[src/rtl/qwt_pkg.sv]
// Shared types and constants for the quoted word tokenizer.
package qwt_pkg;

  localparam int unsigned CharW = 8;
  localparam int unsigned CountW = 12;
  localparam int unsigned KindW = 2;
  localparam int unsigned OutDataW = 24;

  localparam logic [CountW-1:0] CapacityReset = 12'd255;

  localparam logic [CharW-1:0] ChSQuote = 8'h27;
  localparam logic [CharW-1:0] ChDQuote = 8'h22;
  localparam logic [CharW-1:0] ChNl     = 8'h0A;
  localparam logic [CharW-1:0] ChSpace  = 8'h20;
  localparam logic [CharW-1:0] ChTab    = 8'h09;

  typedef enum logic [KindW-1:0] {
    KIND_CHAR = 2'd0,
    KIND_END  = 2'd1,
    KIND_NONE = 2'd2
  } kind_e;

  typedef enum logic [1:0] {
    PH_FIRST = 2'd0,
    PH_LEAD  = 2'd1,
    PH_WORD  = 2'd2
  } phase_e;

  typedef struct packed {
    phase_e            phase;
    logic              in_squote;
    logic              in_dquote;
    logic [CountW-1:0] count;
    logic              nl_seen;
  } tok_state_t;

  typedef struct packed {
    logic              valid;
    kind_e             kind;
    logic [CharW-1:0]  ch;
    logic [CountW-1:0] len;
    logic              line_ended;
  } tok_result_t;

  localparam tok_state_t StateRearm = '{
    phase: PH_FIRST, in_squote: 1'b0, in_dquote: 1'b0, count: '0, nl_seen: 1'b0
  };

endpackage

[src/rtl/qwt_step.sv]
// Per-character tokenizer decision: next state and optional result.
module qwt_step
  import qwt_pkg::*;
(
  input  logic [CharW-1:0]  char_i,
  input  logic              eoi_i,
  input  tok_state_t        state_i,
  input  logic [CountW-1:0] capacity_i,
  output tok_state_t        state_o,
  output tok_result_t       result_o
);

  logic is_blank;
  logic is_nl;
  logic quoted;

  assign is_blank = (char_i == ChSpace) || (char_i == ChTab);
  assign is_nl    = (char_i == ChNl);
  assign quoted   = state_i.in_squote || state_i.in_dquote;

  always_comb begin
    state_o  = state_i;
    result_o = '{valid: 1'b0, kind: KIND_CHAR, ch: '0, len: '0, line_ended: 1'b0};
    if (eoi_i) begin
      state_o         = StateRearm;
      result_o.valid  = 1'b1;
      if (state_i.phase == PH_FIRST) begin
        result_o.kind = KIND_NONE;
      end else begin
        result_o.kind       = KIND_END;
        result_o.len        = state_i.count;
        result_o.line_ended = state_i.nl_seen;
      end
    end else if (state_i.phase != PH_WORD && is_blank) begin
      state_o.phase = PH_LEAD;
    end else begin
      state_o.phase = PH_WORD;
      if (char_i == ChSQuote && !state_i.in_dquote) begin
        state_o.in_squote = !state_i.in_squote;
      end else if (char_i == ChDQuote && !state_i.in_squote) begin
        state_o.in_dquote = !state_i.in_dquote;
      end else if (((is_nl || is_blank) && !quoted) || (state_i.count >= capacity_i)) begin
        // word ends; a dropped newline still marks the line
        state_o             = StateRearm;
        result_o.valid      = 1'b1;
        result_o.kind       = KIND_END;
        result_o.len        = state_i.count;
        result_o.line_ended = state_i.nl_seen || is_nl;
      end else begin
        state_o.count   = state_i.count + CountW'(1);
        state_o.nl_seen = state_i.nl_seen || is_nl;
        result_o.valid  = 1'b1;
        result_o.kind   = KIND_CHAR;
        result_o.ch     = char_i;
      end
    end
  end

endmodule

[src/rtl/quoted_word_tokenizer_core.sv]
// Shell-style quoted word tokenizer: one character transfer in, at most one result out.
// Takes one character (or an end-of-input mark in s_axis_tuser) per cycle unless the
// output stalls; results pass the input register, then the result register. The
// tokenizer state is updated by combinational decision logic, which allows a new
// character every cycle; output backpressure reaches s_axis_tready combinationally.
// Unquoted spaces are not emitted; each word gives its characters one by one and then
// a word-ended result with its length. word_capacity is written through
// cfg_we_i/cfg_wdata_i by the user only while no transfer is in flight (not enforced).
module quoted_word_tokenizer_core
  import qwt_pkg::*;
(
  input  logic                clk_i,
  input  logic                rst_ni,
  input  logic                cfg_we_i,
  input  logic [CountW-1:0]   cfg_wdata_i,    // word_capacity
  input  logic                s_axis_tvalid,
  output logic                s_axis_tready,
  input  logic [CharW-1:0]    s_axis_tdata,   // [7:0] char_in
  input  logic                s_axis_tuser,   // end_of_input
  output logic                m_axis_tvalid,
  input  logic                m_axis_tready,
  output logic [OutDataW-1:0] m_axis_tdata,   // [7:0] char_out, [19:8] word_length,
                                              // [20] line_ended, [23:21] zero
  output logic [KindW-1:0]    m_axis_tuser    // kind
);

  logic [CountW-1:0] capacity_q;
  logic              in_valid_q;
  logic [CharW-1:0]  in_char_q;
  logic              in_eoi_q;
  tok_state_t        state_q, state_d;
  tok_result_t       result;
  logic              out_valid_q;
  tok_result_t       out_q;
  logic              out_ready;
  logic              step_fire;

  assign out_ready     = !out_valid_q || m_axis_tready;
  assign step_fire     = in_valid_q && out_ready;
  assign s_axis_tready = !in_valid_q || out_ready;

  qwt_step u_step (
    .char_i     (in_char_q),
    .eoi_i      (in_eoi_q),
    .state_i    (state_q),
    .capacity_i (capacity_q),
    .state_o    (state_d),
    .result_o   (result)
  );

  always_ff @(posedge clk_i or negedge rst_ni) begin
    if (!rst_ni) begin
      capacity_q  <= CapacityReset;
      in_valid_q  <= 1'b0;
      state_q     <= StateRearm;
      out_valid_q <= 1'b0;
    end else begin
      if (cfg_we_i) begin
        capacity_q <= cfg_wdata_i;
      end
      if (s_axis_tready) begin
        in_valid_q <= s_axis_tvalid;
      end
      if (step_fire) begin
        state_q <= state_d;
      end
      if (out_ready) begin
        out_valid_q <= in_valid_q && result.valid;
      end
    end
  end

  always_ff @(posedge clk_i) begin
    if (s_axis_tready && s_axis_tvalid) begin
      in_char_q <= s_axis_tdata;
      in_eoi_q  <= s_axis_tuser;
    end
    if (step_fire) begin
      out_q <= result;
    end
  end

  assign m_axis_tvalid = out_valid_q;
  assign m_axis_tuser  = out_q.kind;
  assign m_axis_tdata  = {{(OutDataW - CharW - CountW - 1){1'b0}},
                          out_q.line_ended, out_q.len, out_q.ch};

  a_first_clean: assert property (@(posedge clk_i) disable iff (!rst_ni)
    state_q.phase == PH_FIRST |-> state_q == StateRearm)
    else $error("idle phase with leftover word state");

  a_lead_clean: assert property (@(posedge clk_i) disable iff (!rst_ni)
    state_q.phase == PH_LEAD |->
      (state_q.count == '0 && !state_q.in_squote && !state_q.in_dquote && !state_q.nl_seen))
    else $error("leading-blank phase with word state");

  a_rearm: assert property (@(posedge clk_i) disable iff (!rst_ni)
    (step_fire && result.valid && result.kind != KIND_CHAR) |=> state_q == StateRearm)
    else $error("tokenizer not rearmed after word end");

  a_char_fields: assert property (@(posedge clk_i) disable iff (!rst_ni)
    (out_valid_q && out_q.kind == KIND_CHAR) |-> (out_q.len == '0 && !out_q.line_ended))
    else $error("character result carries word-end fields");

endmodule
[config.mk]
export PLATFORM = sky130hd
export DESIGN_NAME = quoted_word_tokenizer_core
export DESIGN_NICKNAME = d
export VERILOG_FILES = /design/src/rtl/qwt_pkg.sv /design/src/rtl/qwt_step.sv /design/src/rtl/quoted_word_tokenizer_core.sv
export SDC_FILE = /design/constraint.sdc
export NUM_CORES = 1
export LEC_CHECK = 0
export ABC_AREA = 1
export BUFFER_PORTS_ARGS = -buffer_cell sky130_fd_sc_hd__buf_2
export CORE_UTILIZATION = 60
export CTS_BUF_LIST = sky130_fd_sc_hd__clkbuf_4
export CTS_CLUSTER_DIAMETER = 100
export DETAILED_ROUTE_END_ITERATION = 16
export PLACE_DENSITY = 0.84
export SYNTH_ARGS = -nofsm -noshare
export SYNTH_HDL_FRONTEND = slang
export SYNTH_SLANG_ARGS = --single-unit
[constraint.sdc]
create_clock -name clk_i -period 4.93 [get_ports clk_i]
set_input_delay 0 -clock clk_i [delete_from_list [all_inputs] [get_ports clk_i]]
set_output_delay 0 -clock clk_i [all_outputs]
set_load 0.02 [all_outputs]
# After elaboration in Yosys (flattened, before gate mapping)
# Index checks and enable logic that the tools add are counted.
# op_classes
n_addsub,1
reduce_logical,26
muxes,21
n_eq_ne,10
n_lt_le_gt_ge,1
# op_table
op,count
two-way mux 24 bit,3
two-way mux 13 bit,5
"== test 8 x 6 -> 1 bit, second input constant",3
two-way mux 17 bit,1
"== test 8 x 4 -> 1 bit, second input constant",2
two-way mux 15 bit,1
two-way mux 14 bit,1
"adder 12 x 1 -> 12 bit, second input constant",1
>= comparator 12 bit,1
AND reduction 4 bit,3
two-way mux 8 bit,1
"inequality test 2 bit, second input constant",4
logical AND 1 bit,7
logical OR 1 bit,7
two-way mux 2 bit,3
two-way mux 3 bit,2
nonzero test 3 bit,2
zero test 1 bit,5
OR reduction 5 bit,1
two-way mux 4 bit,1
two-way mux 1 bit,3
"inequality test 3 x 2 -> 1 bit, second input constant",1
zero test 2 bit,1
# totals
regBits,63
input_bits,26
wordCells,73
output_inout_bits,28

# Longest topological paths before layout
# depth
word_depth,11
depth_mapped,15
depth_no_buf,15

# Hierarchy
# Synthesis repeated with hierarchy kept, for this count alone.
# hier_totals
cells_unflattened,423
hier_area_um2,3543.4
# modules_own_cells
mod,seq_area_each_um2,n_inst,area_each_um2,cells_each
quoted_word_tokenizer_core,1746.7,1,2250.9,173
qwt_step,0.0,1,1292.5,250

# Worst setup path after synthesis
# OpenSTA, ideal clock, no wires.
# synth_path
kind,register to register
start,reg capacity_q[7]
end,"reg out_q, in the netlist m_axis_tdata[13], data pin"
path_stages_with_launch,16
arrival_time_ns,1.775
path_slack_ns,2.899
required_time_ns,4.674
path_cell_list,dfstp_2 inv_1 ha_1 nand2_1 inv_1 nand2_1 nand2_1 nand2_1 nand2_1 nor2_4 nand2_4 nor2_4 inv_2 nand2_4 buf_12 nor2_4
# synth_rtl
element,line_no,rtl
from (decl),quoted_word_tokenizer_core.sv:27,logic [CountW-1:0] capacity_q;
from (signal assigned),quoted_word_tokenizer_core.sv:53,capacity_q <= CapacityReset;
from (signal assigned),quoted_word_tokenizer_core.sv:59,capacity_q <= cfg_wdata_i;
to (signal assigned),quoted_word_tokenizer_core.sv:79,out_q <= result;
to (decl),quoted_word_tokenizer_core.sv:34,tok_result_t out_q;

==> impl_metrics.ini <==
[run_status]
status = completed

[layout]
drive_above_1_share_pct = 26.8
diodes = 0
layout_commonest_cell = nand2_1
area_growth_pct = 22.7
nets = 478
final_cell_mix = 69 x nand2_1, 50 x buf_2, 41 x inv_1

[global_routing]
grt_max_degree = 32
antenna_found_initial = 0
grt_first_pass_wirelength_mm = 13.1
grt_usage_pct = 29.2
grt.overflow.total = 0
grt_pass1_vias = 2718

[routing]
wire_per_inst_um = 15.4
vias = 2754
drc = 0
vias_per_cell = 5.36
drt_pre_antenna_iters = 5
drt_iter0_drc = 260
ant_nets = 0
drt-total-wl_mm = 7.91

[setup_path]
end_kind = flop
max_stage_delay_ns = 0.53
worstSetupStartpointType = flop
path_cells = inv_1, ha_1, nand2_1, inv_1, nand2_1, nand2_1, nand2_1, nand2_1, nor2_4, nand2_4, nor2_4, inv_2, nand2_4, nor2_1
crit_type = flop to flop
crit_fanout = 13
cp.arrival_ns = 2.64
worstPathRequired_ns = 5.09
crit_path_frequent_cell = nand2_1
worst_path_max_delay_cell = dfstp_2
critPathBufInv = 3
path_delay_family = simple AND/OR/NAND/NOR gates

[pwr]
ir_drop_uv = 273
switching_share_pct = 32.7
cellPowerDensity_nw_per_um2 = 321
p_leak_nw = 1.90
combPwrFrac_pct = 23.0
p_switching_w = 0.000430
p_seq_share_pct = 50.2
clkPwrFrac_pct = 26.8
total_power_w = 0.00131
internal_power_w = 0.000884

[sta]
setup_viol = 0
maxSlewHeadroom_pct = 37.2
setup_tns_ns = 0
fin_skew_ns = 0.0136
tightestPinTransition_ns = 0.937
max_freq_ghz = 0.402
rsz0062_at_grt = no
final-hold-violation-count = 0
min_period_ns = 2.49
finalMaxSlewViolations = 0
finalCritPeriodShare_pct = 50.4

[synth]
netlist_instances = 350
syn_area_per_cell_um2 = 9.53
synth_seq_cells = 63
yosysSeqAreaShare_pct = 52.4
ys_types = 40
synth_area_leaders = edfxtp_1 29%, dfrtp_1 17%, nand2_1 7.8%
yosysTopAreaCell = edfxtp_1
syn_area_um2 = 3340
synth_top_cell_area_share_pct = 28.8
synth_warnings = 0

[floorplan]
ioPinCount = 54
dieArea_um2 = 5860
core_um2 = 5240
rows = 26
fp.dieH_um = 76.6
fp.dieW_um = 76.6
floorplan.initialDensity_pct = 63.7

[clock_network]
cts_tree = done
htree_levels = 3
cts_buffers = 9
cts_setup_buffers = 0
cts.sinks = 63
cts_max_path_buffers = 2
clk_latency_ns = 0.41
cts-root-buf = clkbuf_4
ctsResizeCount = 0
path_clk_slew_ns = 0.11

[placement]
dp_hpwl_mm = 4.48
gp_congestion = 0.850
io_buffers = 50

[min_path]
min_path_type = input port to flop

[run]
cap_violations = 0
==> metal layers <==
layer  GRT usage (%)  routed length [um]  vias to the layer above
met5               0                   0                        -
met4            14.2                 231                        0
met3            6.23                 494                       23
met2            48.2                3870                      124
met1            36.6                3310                     1301
li1                -                   -                     1306
==> repair_timing <==
action	CTS	global route
hold buffers	37	0
hold endpoints to repair	46	0
endpoints found under the setup margin	0	0
==> worst reg2reg max path, stage by stage, from the launching register on <==
cell and delay [ns]:
dfstp_2 0.53, inv_1 0.06, ha_1 0.33, nand2_1 0.12
inv_1 0.07, nand2_1 0.08, nand2_1 0.06, nand2_1 0.06
nand2_1 0.09, nor2_4 0.18, nand2_4 0.13, nor2_4 0.15
inv_2 0.07, nand2_4 0.25, nor2_1 0.07
==> layout make-up <==
| type | instances | area, um2 |
|---|---|---|
| multi-input combinational | 225 | 1300 |
| tap | 70 | 87.6 |
| fill | 314 | 1140 |
| timing repair buffer | 87 | 621 |
| clock buffer | 10 | 75.1 |
| clock inverter | 6 | 61.3 |
| sequential | 63 | 1750 |
| inverter | 53 | 199 |
==> cells in the mapped netlist <==
library cell / instances
nand2_1: 69
inv_1: 41
nor2_1: 33
edfxtp_1: 32
nand3_1: 24
dfrtp_1: 23
o21ai_0: 14
ha_1: 13
nor2_4: 12
inv_2: 11
o21ai_1: 9
dfstp_2: 8
nand2_2: 8
nor3_1: 7
xor2_1: 6
nand4_1: 4
buf_4: 3
buf_6: 3
a21oi_1: 2
a21oi_2: 2
a21oi_4: 2
buf_2: 2
clkbuf_1: 2
nand2_4: 2
nor2_2: 2
nor3_2: 2
a21o_1: 1
a31oi_1: 1
buf_12: 1
clkinv_1: 1
conb_1: 1
mux2_2: 1
nand3_2: 1
nand3_4: 1
nand3b_2: 1
nor4_1: 1
o211ai_1: 1
o21a_1: 1
o21bai_1: 1
o22ai_1: 1
==> power by group through the flow <==
| stage | sequential (W) | combinational (W) | clock (W) |
|---|---|---|---|
| global route | 0.000664 | 0.000325 | 0.000380 |
| detailed placement | 0.000667 | 0.000261 | 0 |
| CTS | 0.000657 | 0.000286 | 0.000351 |
| finish | 0.000659 | 0.000302 | 0.000352 |
| global placement | 0.000664 | 0.000249 | 0 |
| floorplan | 0.000695 | 0.000165 | 0 |
==> metrics by stage <==
step | instances | hold slack, ns | setup slack, ns | area [um2] | utilization, %
2_1_floorplan | 352 | -0.296 | 2.90 | 3340 | -
3_3_place_gp | 461 | 0.0758 | 2.73 | 3590 | 68.5
3_5_place_dp | 461 | 0.0776 | 2.66 | 3590 | 68.5
4_1_cts | 514 | 0.00715 | 2.65 | 4090 | 78.2
5_1_grt | 514 | 0.0550 | 2.31 | 4090 | 78.2
6_report | 514 | 0.0394 | 2.44 | 4090 | 78.2
==> final timing paths <==
| check | start | end | slack [ns] | cells past startpoint |
|---|---|---|---|---|
| worst max-delay path | capacity_q[7] | m_axis_tdata[19] | 2.44 | 14 |
| worst min-delay path | cfg_we_i | capacity_q[10] | 0.04 | 2 |
| worst max register to register | capacity_q[7] | m_axis_tdata[19] | 2.44 | 14 |
| worst min register to register | state_q[15] | state_q[15] | 0.51 | 1 |
| max in group asynchronous | rst_ni | state_q[2] | 4.32 | 2 |
| min in group asynchronous | rst_ni | in_valid_q | 0.16 | 2 |
==> cell families after synthesis <==
family / after synthesis / share of synthesized area (%)
xor gates and xnor gates: 6 / 1.58
AOI/OAI and AO/OA: 35 / 6.53
muxes: 1 / 0.338
DFF: 63 / 52.4
and+or+nand+nor: 167 / 25.4
other: 1 / 0.112
adders and majority gates: 13 / 4.88
buffers and inverters: 64 / 8.78
==> registers in the layout, summed over array words and instances (netlist names) <==
register / cells
in_valid_q: 1
capacity_q: 12
m_axis_tdata: 21
in_eoi_q: 1
m_axis_tuser: 2
m_axis_tvalid: 1
in_char_q: 8
state_q: 17
Power figures use the tool's default switching activity.
